[src/rtl/sasdg_pkg.sv]
package sasdg_pkg;

   // Number of axes and width of the output pin bank.
   localparam int AXES = 6;
   localparam int PIN_BITS = 16;

   // Width of one pin map field and of a whole map.
   localparam int PIN_SEL_BITS = 4;
   localparam int MAP_BITS = AXES * PIN_SEL_BITS;

   // Request kinds carried in the req_type field.
   localparam logic REQ_TICK = 1'b0;
   localparam logic REQ_TARGET = 1'b1;

   // Register indexes of the configuration port.
   typedef enum logic [1:0] {
      REG_STEP_INTERVAL,
      REG_ESTOP_PAUSE,
      REG_STEP_PIN_MAP,
      REG_DIR_PIN_MAP
   } reg_index_type;

   // Reset values of the configuration registers.
   localparam logic [15:0] STEP_INTERVAL_RESET = 16'd20;
   localparam logic [MAP_BITS-1:0] STEP_PIN_MAP_RESET = 24'hDCBA98;
   localparam logic [MAP_BITS-1:0] DIR_PIN_MAP_RESET = 24'h543210;

   // One input request.
   typedef struct packed {
      logic req_type;
      logic [2:0] axis_sel;
      logic signed [31:0] target_pos;
   } step_req_type;

   // One result.
   typedef struct packed {
      logic [PIN_BITS-1:0] pin_word;
      logic [AXES-1:0] moving_axes;
   } step_rsp_type;

   // Control from the top level to one axis.
   typedef struct packed {
      logic wr_en;
      logic step_en;
   } axis_ctrl_type;

   // Status from one axis to the top level.
   typedef struct packed {
      logic move;
      logic up;
   } axis_status_type;

   // One-hot mask of a pin number; every 4-bit number selects one pin of the 16-pin bank.
   function automatic logic [PIN_BITS-1:0] pin_mask(input logic [PIN_SEL_BITS-1:0] pin);
      logic [PIN_BITS-1:0] mask;
      mask = '0;
      for (int b = 0; b < PIN_BITS; b++) begin
         mask[b] = (pin == PIN_SEL_BITS'(b));
      end
      return mask;
   endfunction

endpackage

[src/rtl/sasdg_axis.sv]
module sasdg_axis (
   input  logic                       clock,
   input  logic                       reset,
   input  sasdg_pkg::axis_ctrl_type   ctrl,
   input  logic signed [31:0]         target_value,
   output sasdg_pkg::axis_status_type status
);
   import sasdg_pkg::*;

   logic signed [31:0] target_ff;
   logic signed [31:0] target_in;
   logic signed [31:0] position_ff;
   logic signed [31:0] position_in;

   // Compare target with position; the signed compare picks the direction.
   assign status.move = (target_ff != position_ff);
   assign status.up = (target_ff > position_ff);

   // A step moves the position one count toward the target.
   always_comb begin
      target_in = ctrl.wr_en ? target_value : target_ff;
      position_in = position_ff;
      if (ctrl.step_en && status.move) begin
         position_in = status.up ? position_ff + 32'sd1 : position_ff - 32'sd1;
      end
   end

   always_ff @(posedge clock) begin
      if (reset) begin
         target_ff <= '0;
         position_ff <= '0;
      end else begin
         target_ff <= target_in;
         position_ff <= position_in;
      end
   end

endmodule

[src/rtl/six_axis_step_dir_generator.sv]
// Six-axis step/direction generator. A request is either a one-microsecond
// tick or a new target position for one axis. Ticks advance an elapsed counter
// that saturates at 65535; when it reaches step_interval (0 fires on every
// tick) it restarts, and unless estop_pause is set every axis that is away from
// its target drives its direction pin, pulses its step pin and moves one count
// toward the target. Each such interval yields one result: the pin word with
// the step pulses, and a mask of the axes that stepped. Step pins are cleared
// after each result and direction pins hold. Target writes, paused intervals
// and ticks that do not end an interval yield nothing. The block takes one
// request per clock unless the skid stage is full; all six axes compare and
// step in parallel as the request is taken, and the result is registered at
// that same edge into the output register, or into the skid stage while the
// output register holds a result that waits; so requests keep flowing meanwhile.
// Configuration registers sit at byte offsets 0x0 (step_interval), 0x4
// (estop_pause), 0x8 (step_pin_map) and 0xC (dir_pin_map), and are meant to be
// written only while the block is idle.
module six_axis_step_dir_generator (
   input  logic                    clock,
   input  logic                    reset,
   input  logic                    req_valid,
   output logic                    req_stall,
   input  sasdg_pkg::step_req_type req_data,
   output logic                    rsp_valid,
   input  logic                    rsp_stall,
   output sasdg_pkg::step_rsp_type rsp_data,
   input  logic                    psel,
   input  logic                    penable,
   input  logic                    pwrite,
   input  logic [3:0]              paddr,
   input  logic [31:0]             pwdata,
   output logic [31:0]             prdata,
   output logic                    pready
);
   import sasdg_pkg::*;

   // Configuration registers.
   logic [15:0]         step_interval_ff;
   logic                estop_pause_ff;
   logic [MAP_BITS-1:0] step_pin_map_ff;
   logic [MAP_BITS-1:0] dir_pin_map_ff;
   logic                csr_write;
   reg_index_type       csr_index;

   // Timing and pin state.
   logic [15:0]         elapsed_ff;
   logic [15:0]         elapsed_in;
   logic [15:0]         elapsed_inc;
   logic [PIN_BITS-1:0] pin_latch_ff;
   logic [PIN_BITS-1:0] pin_latch_in;
   logic [PIN_BITS-1:0] latch_set;
   logic [PIN_BITS-1:0] step_clear;
   logic [AXES-1:0]     moving;

   // Output register and skid stage.
   logic                rsp_valid_ff;
   logic                rsp_valid_in;
   step_rsp_type        rsp_data_ff;
   step_rsp_type        rsp_data_in;
   logic                skid_valid_ff;
   logic                skid_valid_in;
   step_rsp_type        skid_data_ff;
   step_rsp_type        skid_data_in;

   logic                accept;
   logic                is_tick;
   logic                fire;
   logic                step_go;
   logic                rsp_pop;
   step_rsp_type        result;

   axis_ctrl_type       axis_ctrl [AXES];
   axis_status_type     axis_status [AXES];

   // Configuration port: always ready, reads return the register values.
   assign pready = 1'b1;
   assign csr_write = psel && penable && pwrite;
   assign csr_index = reg_index_type'(paddr[3:2]);

   always_comb begin
      unique case (csr_index)
         REG_STEP_INTERVAL: prdata = 32'(step_interval_ff);
         REG_ESTOP_PAUSE:   prdata = 32'(estop_pause_ff);
         REG_STEP_PIN_MAP:  prdata = 32'(step_pin_map_ff);
         REG_DIR_PIN_MAP:   prdata = 32'(dir_pin_map_ff);
         default:           prdata = '0;
      endcase
   end

   always_ff @(posedge clock) begin
      if (reset) begin
         step_interval_ff <= STEP_INTERVAL_RESET;
         estop_pause_ff <= 1'b0;
         step_pin_map_ff <= STEP_PIN_MAP_RESET;
         dir_pin_map_ff <= DIR_PIN_MAP_RESET;
      end else if (csr_write) begin
         unique case (csr_index)
            REG_STEP_INTERVAL: step_interval_ff <= pwdata[15:0];
            REG_ESTOP_PAUSE:   estop_pause_ff <= pwdata[0];
            REG_STEP_PIN_MAP:  step_pin_map_ff <= pwdata[MAP_BITS-1:0];
            REG_DIR_PIN_MAP:   dir_pin_map_ff <= pwdata[MAP_BITS-1:0];
            default:           ;
         endcase
      end
   end

   // Request handshake; only a full skid stage holds off new requests.
   assign req_stall = skid_valid_ff;
   assign accept = req_valid && !skid_valid_ff;
   assign is_tick = accept && (req_data.req_type == REQ_TICK);

   // Interval timing: saturating count, compared against the interval.
   assign elapsed_inc = (elapsed_ff == 16'hFFFF) ? elapsed_ff : elapsed_ff + 16'd1;
   assign fire = is_tick && (elapsed_inc >= step_interval_ff);
   assign step_go = fire && !estop_pause_ff;

   always_comb begin
      elapsed_in = elapsed_ff;
      if (is_tick) begin
         elapsed_in = fire ? 16'd0 : elapsed_inc;
      end
   end

   // One instance per axis holds its target and position.
   for (genvar k = 0; k < AXES; k++) begin : g_axis
      assign axis_ctrl[k].wr_en = accept && (req_data.req_type == REQ_TARGET)
                                  && (req_data.axis_sel == 3'(k));
      assign axis_ctrl[k].step_en = step_go;

      sasdg_axis u_axis (
         .clock        (clock),
         .reset        (reset),
         .ctrl         (axis_ctrl[k]),
         .target_value (req_data.target_pos),
         .status       (axis_status[k])
      );
   end

   // Pin word: axes update their pins in order, so a later axis wins a shared pin.
   always_comb begin
      latch_set = pin_latch_ff;
      step_clear = '0;
      for (int k = 0; k < AXES; k++) begin
         moving[k] = axis_status[k].move;
         if (axis_status[k].move) begin
            if (axis_status[k].up) begin
               latch_set = latch_set | pin_mask(dir_pin_map_ff[PIN_SEL_BITS*k +: PIN_SEL_BITS]);
            end else begin
               latch_set = latch_set & ~pin_mask(dir_pin_map_ff[PIN_SEL_BITS*k +: PIN_SEL_BITS]);
            end
            latch_set = latch_set | pin_mask(step_pin_map_ff[PIN_SEL_BITS*k +: PIN_SEL_BITS]);
         end
         step_clear = step_clear | pin_mask(step_pin_map_ff[PIN_SEL_BITS*k +: PIN_SEL_BITS]);
      end
      pin_latch_in = step_go ? (latch_set & ~step_clear) : pin_latch_ff;
      result.pin_word = latch_set;
      result.moving_axes = moving;
   end

   // Output register with skid stage.
   assign rsp_valid = rsp_valid_ff;
   assign rsp_data = rsp_data_ff;
   assign rsp_pop = rsp_valid_ff && !rsp_stall;

   always_comb begin
      rsp_valid_in = rsp_valid_ff && !rsp_pop;
      rsp_data_in = rsp_data_ff;
      skid_valid_in = skid_valid_ff;
      skid_data_in = skid_data_ff;
      if (skid_valid_ff) begin
         if (rsp_pop) begin
            rsp_valid_in = 1'b1;
            rsp_data_in = skid_data_ff;
            skid_valid_in = 1'b0;
         end
      end else if (step_go) begin
         if (!rsp_valid_ff || rsp_pop) begin
            rsp_valid_in = 1'b1;
            rsp_data_in = result;
         end else begin
            skid_valid_in = 1'b1;
            skid_data_in = result;
         end
      end
   end

   always_ff @(posedge clock) begin
      if (reset) begin
         elapsed_ff <= '0;
         pin_latch_ff <= '0;
         rsp_valid_ff <= 1'b0;
         skid_valid_ff <= 1'b0;
      end else begin
         elapsed_ff <= elapsed_in;
         pin_latch_ff <= pin_latch_in;
         rsp_valid_ff <= rsp_valid_in;
         skid_valid_ff <= skid_valid_in;
      end
      rsp_data_ff <= rsp_data_in;
      skid_data_ff <= skid_data_in;
   end

endmodule
[config.mk]
export PLATFORM = sky130hd
export DESIGN_NAME = six_axis_step_dir_generator
export DESIGN_NICKNAME = d
export VERILOG_FILES = /design/src/rtl/sasdg_pkg.sv /design/src/rtl/sasdg_axis.sv /design/src/rtl/six_axis_step_dir_generator.sv
export SDC_FILE = /design/constraint.sdc
export NUM_CORES = 2
export LEC_CHECK = 0
export BUFFER_PORTS_ARGS = -buffer_cell sky130_fd_sc_hd__buf_2
export CORE_UTILIZATION = 58
export DETAILED_ROUTE_END_ITERATION = 8
export PLACE_DENSITY_LB_ADDON = 0.25
export SETUP_SLACK_MARGIN = 0.2
export SLEW_MARGIN = 0
export SYNTH_ARGS = -nofsm -noshare
export SYNTH_HDL_FRONTEND = slang
export SYNTH_SLANG_ARGS = --single-unit
[constraint.sdc]
create_clock -name clock -period 5.4 [get_ports clock]
set_clock_uncertainty 0.15 [all_clocks]
set_input_delay 0.54 -clock clock [delete_from_list [all_inputs] [get_ports clock]]
set_output_delay 0.54 -clock clock [all_outputs]
set_load 0.005 [all_outputs]
==> metrics <==
status=completed; total CTS buffers=59; Avg Synthesized Cell Area=7.61 sq um; die width=255 microns; CP Max Fanout=6; maxcap violations=0; Final min period=5190 ps; vias in the first global route=34100; via count=36900; antenna violations before repair=7; starting density of the core=0.588; CTS Buffer Depth=3; gpl congestion=1.03; post-route ant nets=0; most frequent cells in the layout=970 x nand2_1, 610 x a21oi_1, 445 x dfxtp_1; max-slew violations=0; TritonCTS clock tree=built; PortBufs=116; # IOs=136; first-pass GRT wire length=190 mm; Worst R2R Path Depth=22; Post-Place Cells=5758; maximum vdd drop=0.000279 V; reg-to-reg endpoint=g_axis[4].u_axis.position_ff[24]; WHS Path Cells=3; share of the yosys chip area belonging to registers=0.295; synthesized flop and latch total=527; RSZ-0062 raised after global routing=true; clock sink count=527; critical setup path kind=reg -> reg; EDFF count, synth=44; DP Wirelength=88.1 mm; worst path arrival time=5600 ps; synthesized netlist cell count=4897; WHS Endpoint=dir_pin_map_ff[21]; achievable frequency=193 MHz; worst reg2reg startpoint=g_axis[4].u_axis.position_ff[18]; final hold vios=0; Nets=5518; DR DRC count=0; HP Class=in -> reg; crit end category=flop; WL per Instance=21.2 microns; r2r setup slk=210 ps; grt total ovfl=0; Rows=92; final setup violation count=0; Clk Latency, worst-skew pair=650 ps; Via density=6.22; share of cells above drive strength 1=0.141; max_slew headroom=0.168; Worst Max-Slew Pin Slew=1250 ps; Root Buffer=clkbuf_16; Hold Crit Start=pwdata[21]; Leakage Power=17.4 nW; CP Launch Type=flop; Worst-path clk slew=80 ps; pin count of the biggest net entering global routing=227; DRT Wirelength=126 mm; total die area=65200 sq um; H-tree levels=2; hold_ws=32.1 ps; crit share post-route=0.962; total power=0.0117 W; Pre-antenna DRT Iters=6; Power Density=272 nW/um^2; gr usage total=0.362; core area=63300 sq um; number of fill cells=5254; async set-reset flop share out of synthesis=0; Finished Layout Cells=5942; Layout area overhead=15.5%; commonest non-fill, non-tap cell in the layout=nand2_1; synthesized area=37200 sq um; chip height=255 microns; synthesis warning total=0; Netlist cell types=109; Iter 0 DRT Violations=3633; ys flop type=dfxtp_1; Worst EP required=5810 ps
-- worst max-delay path by stage --
stage | start | to
after global routing | g_axis[4].u_axis.position_ff[18] | g_axis[4].u_axis.position_ff[24]
after global placement | g_axis[4].u_axis.position_ff[26] | g_axis[4].u_axis.position_ff[31]
after CTS | g_axis[4].u_axis.position_ff[26] | g_axis[4].u_axis.position_ff[31]
final | g_axis[4].u_axis.position_ff[18] | g_axis[4].u_axis.position_ff[24]
after detailed placement | g_axis[4].u_axis.position_ff[26] | g_axis[4].u_axis.position_ff[31]
after floorplan | g_axis[3].u_axis.position_ff[26] | g_axis[3].u_axis.position_ff[31]
-- critical path: stages, from the launching register on --
cell	delay (ps)
dfxtp_2	340
inv_1	70
ha_1	320
and4_1	190
and4_4	200
a22oi_2	140
o211ai_1	190
or3_4	460
a21oi_4	190
clkinvlp_4	150
buf_12	160
buf_2	180
ha_1	340
inv_1	120
o21ai_2	80
o41a_1	450
a21o_1	260
a311o_1	410
a31oi_2	250
buf_4	150
xnor2_1	110
nand2_1	70
a21oi_1	130
-- routing by layer --
| metal | up-vias | track usage | part of all wire |
|---|---|---|---|
| met3 | 395 | 0.0718 | 0.084 |
| met5 | - | 0 | 0.00032 |
| met2 | 1549 | 0.573 | 0.45 |
| li1 | 17700 | - | - |
| met1 | 17300 | 0.471 | 0.42 |
| met4 | 6 | 0.170 | 0.051 |
-- layout make-up --
type,count,area (sq um),share of cell area
flip-flops and latches,527,11100,0.257
clock buffers,75,1640,0.0381
multi-input cells,3869,25500,0.594
clock inverters,36,405,0.00943
diodes,2,5.00,0.000116
repair buffers,310,2280,0.0529
well taps,846,1060,0.0246
inverters,277,1040,0.0243
-- cells in the mapped netlist (30+ instances only) --
cell      number  share of area
ha_1         389           0.13
nor4_1        38         0.0064
a21oi_1      633          0.085
inv_1        273          0.028
nand2_1      978          0.099
o211ai_1      30         0.0060
a21o_1       126          0.025
nor2b_1       50         0.0084
nand2b_1      54         0.0091
nor2_1       280          0.028
mux2_2        33          0.010
a211oi_1      54          0.011
and3_1        40         0.0067
xnor2_1      113          0.027
nor3_1        84          0.011
edfxtp_1      44          0.035
o21ai_0      130          0.017
o21a_1        49         0.0099
xor2_1        57          0.013
clkbuf_1     185          0.019
a31oi_1       32         0.0054
o21bai_1      30         0.0060
dfxtp_1      483           0.26
nand4_1       69          0.012
nand3_1      124          0.017
-- cells by family (layout without fill, tap and decap cells) --
group | after synthesis | in the layout | synth area share
compound gates | 1373 | 1373 | 0.233
xor+xnor | 170 | 170 | 0.0400
fa+ha+maj | 395 | 395 | 0.134
buf+inv | 510 | 698 | 0.0538
flops | 527 | 527 | 0.295
mux | 54 | 54 | 0.0162
other cells | 2 | 11 | 0.000202
simple gates | 1866 | 1868 | 0.227
-- registers in the layout, summed over array words and instances (netlist names), 16 cells and up --
register	flops
g_axis.u_axis.position_ff	192
pin_latch_ff	16
dir_pin_map_ff	24
step_interval_ff	16
step_pin_map_ff	24
rsp_data	22
g_axis.u_axis.target_ff	192
skid_data_ff	22
elapsed_ff	16
-- where the power goes --
group	total, W	switching (W)	leakage [nW]	internal [W]
clock network	0.00427	0.00179	0.980	0.00249
logic	0.00341	0.00210	12.1	0.00131
registers	0.00402	0.0000329	4.32	0.00399
total	0.0117	0.00391	17.4	0.00779
-- stage by stage --
| stage | worst slack, ps | instance area, sq um | util | TNS [ps] |
|---|---|---|---|---|
| 6_report | 207 | 43000 | 0.679 | 0 |
| 5_1_grt | 11.6 | 43000 | 0.679 | 0 |
| 4_1_cts | 179 | 41500 | 0.656 | 0 |
| 3_5_place_dp | -104 | 39100 | 0.617 | -172 |
| 3_3_place_gp | -20.3 | 39100 | 0.617 | -20.3 |
| 2_1_floorplan | 35.7 | 37300 | - | 0 |
-- timing repair --
item | CTS | global route
endpoints found under the hold margin | 22 | 0
hold buffers | 12 | 0
buffers inserted | 7 | 49
cloned | 2 | 1
setup endpoints to repair | 22 | 74
pin swaps | 11 | 79
gates resized for setup | 37 | 222
Power figures use the tool's default switching activity.
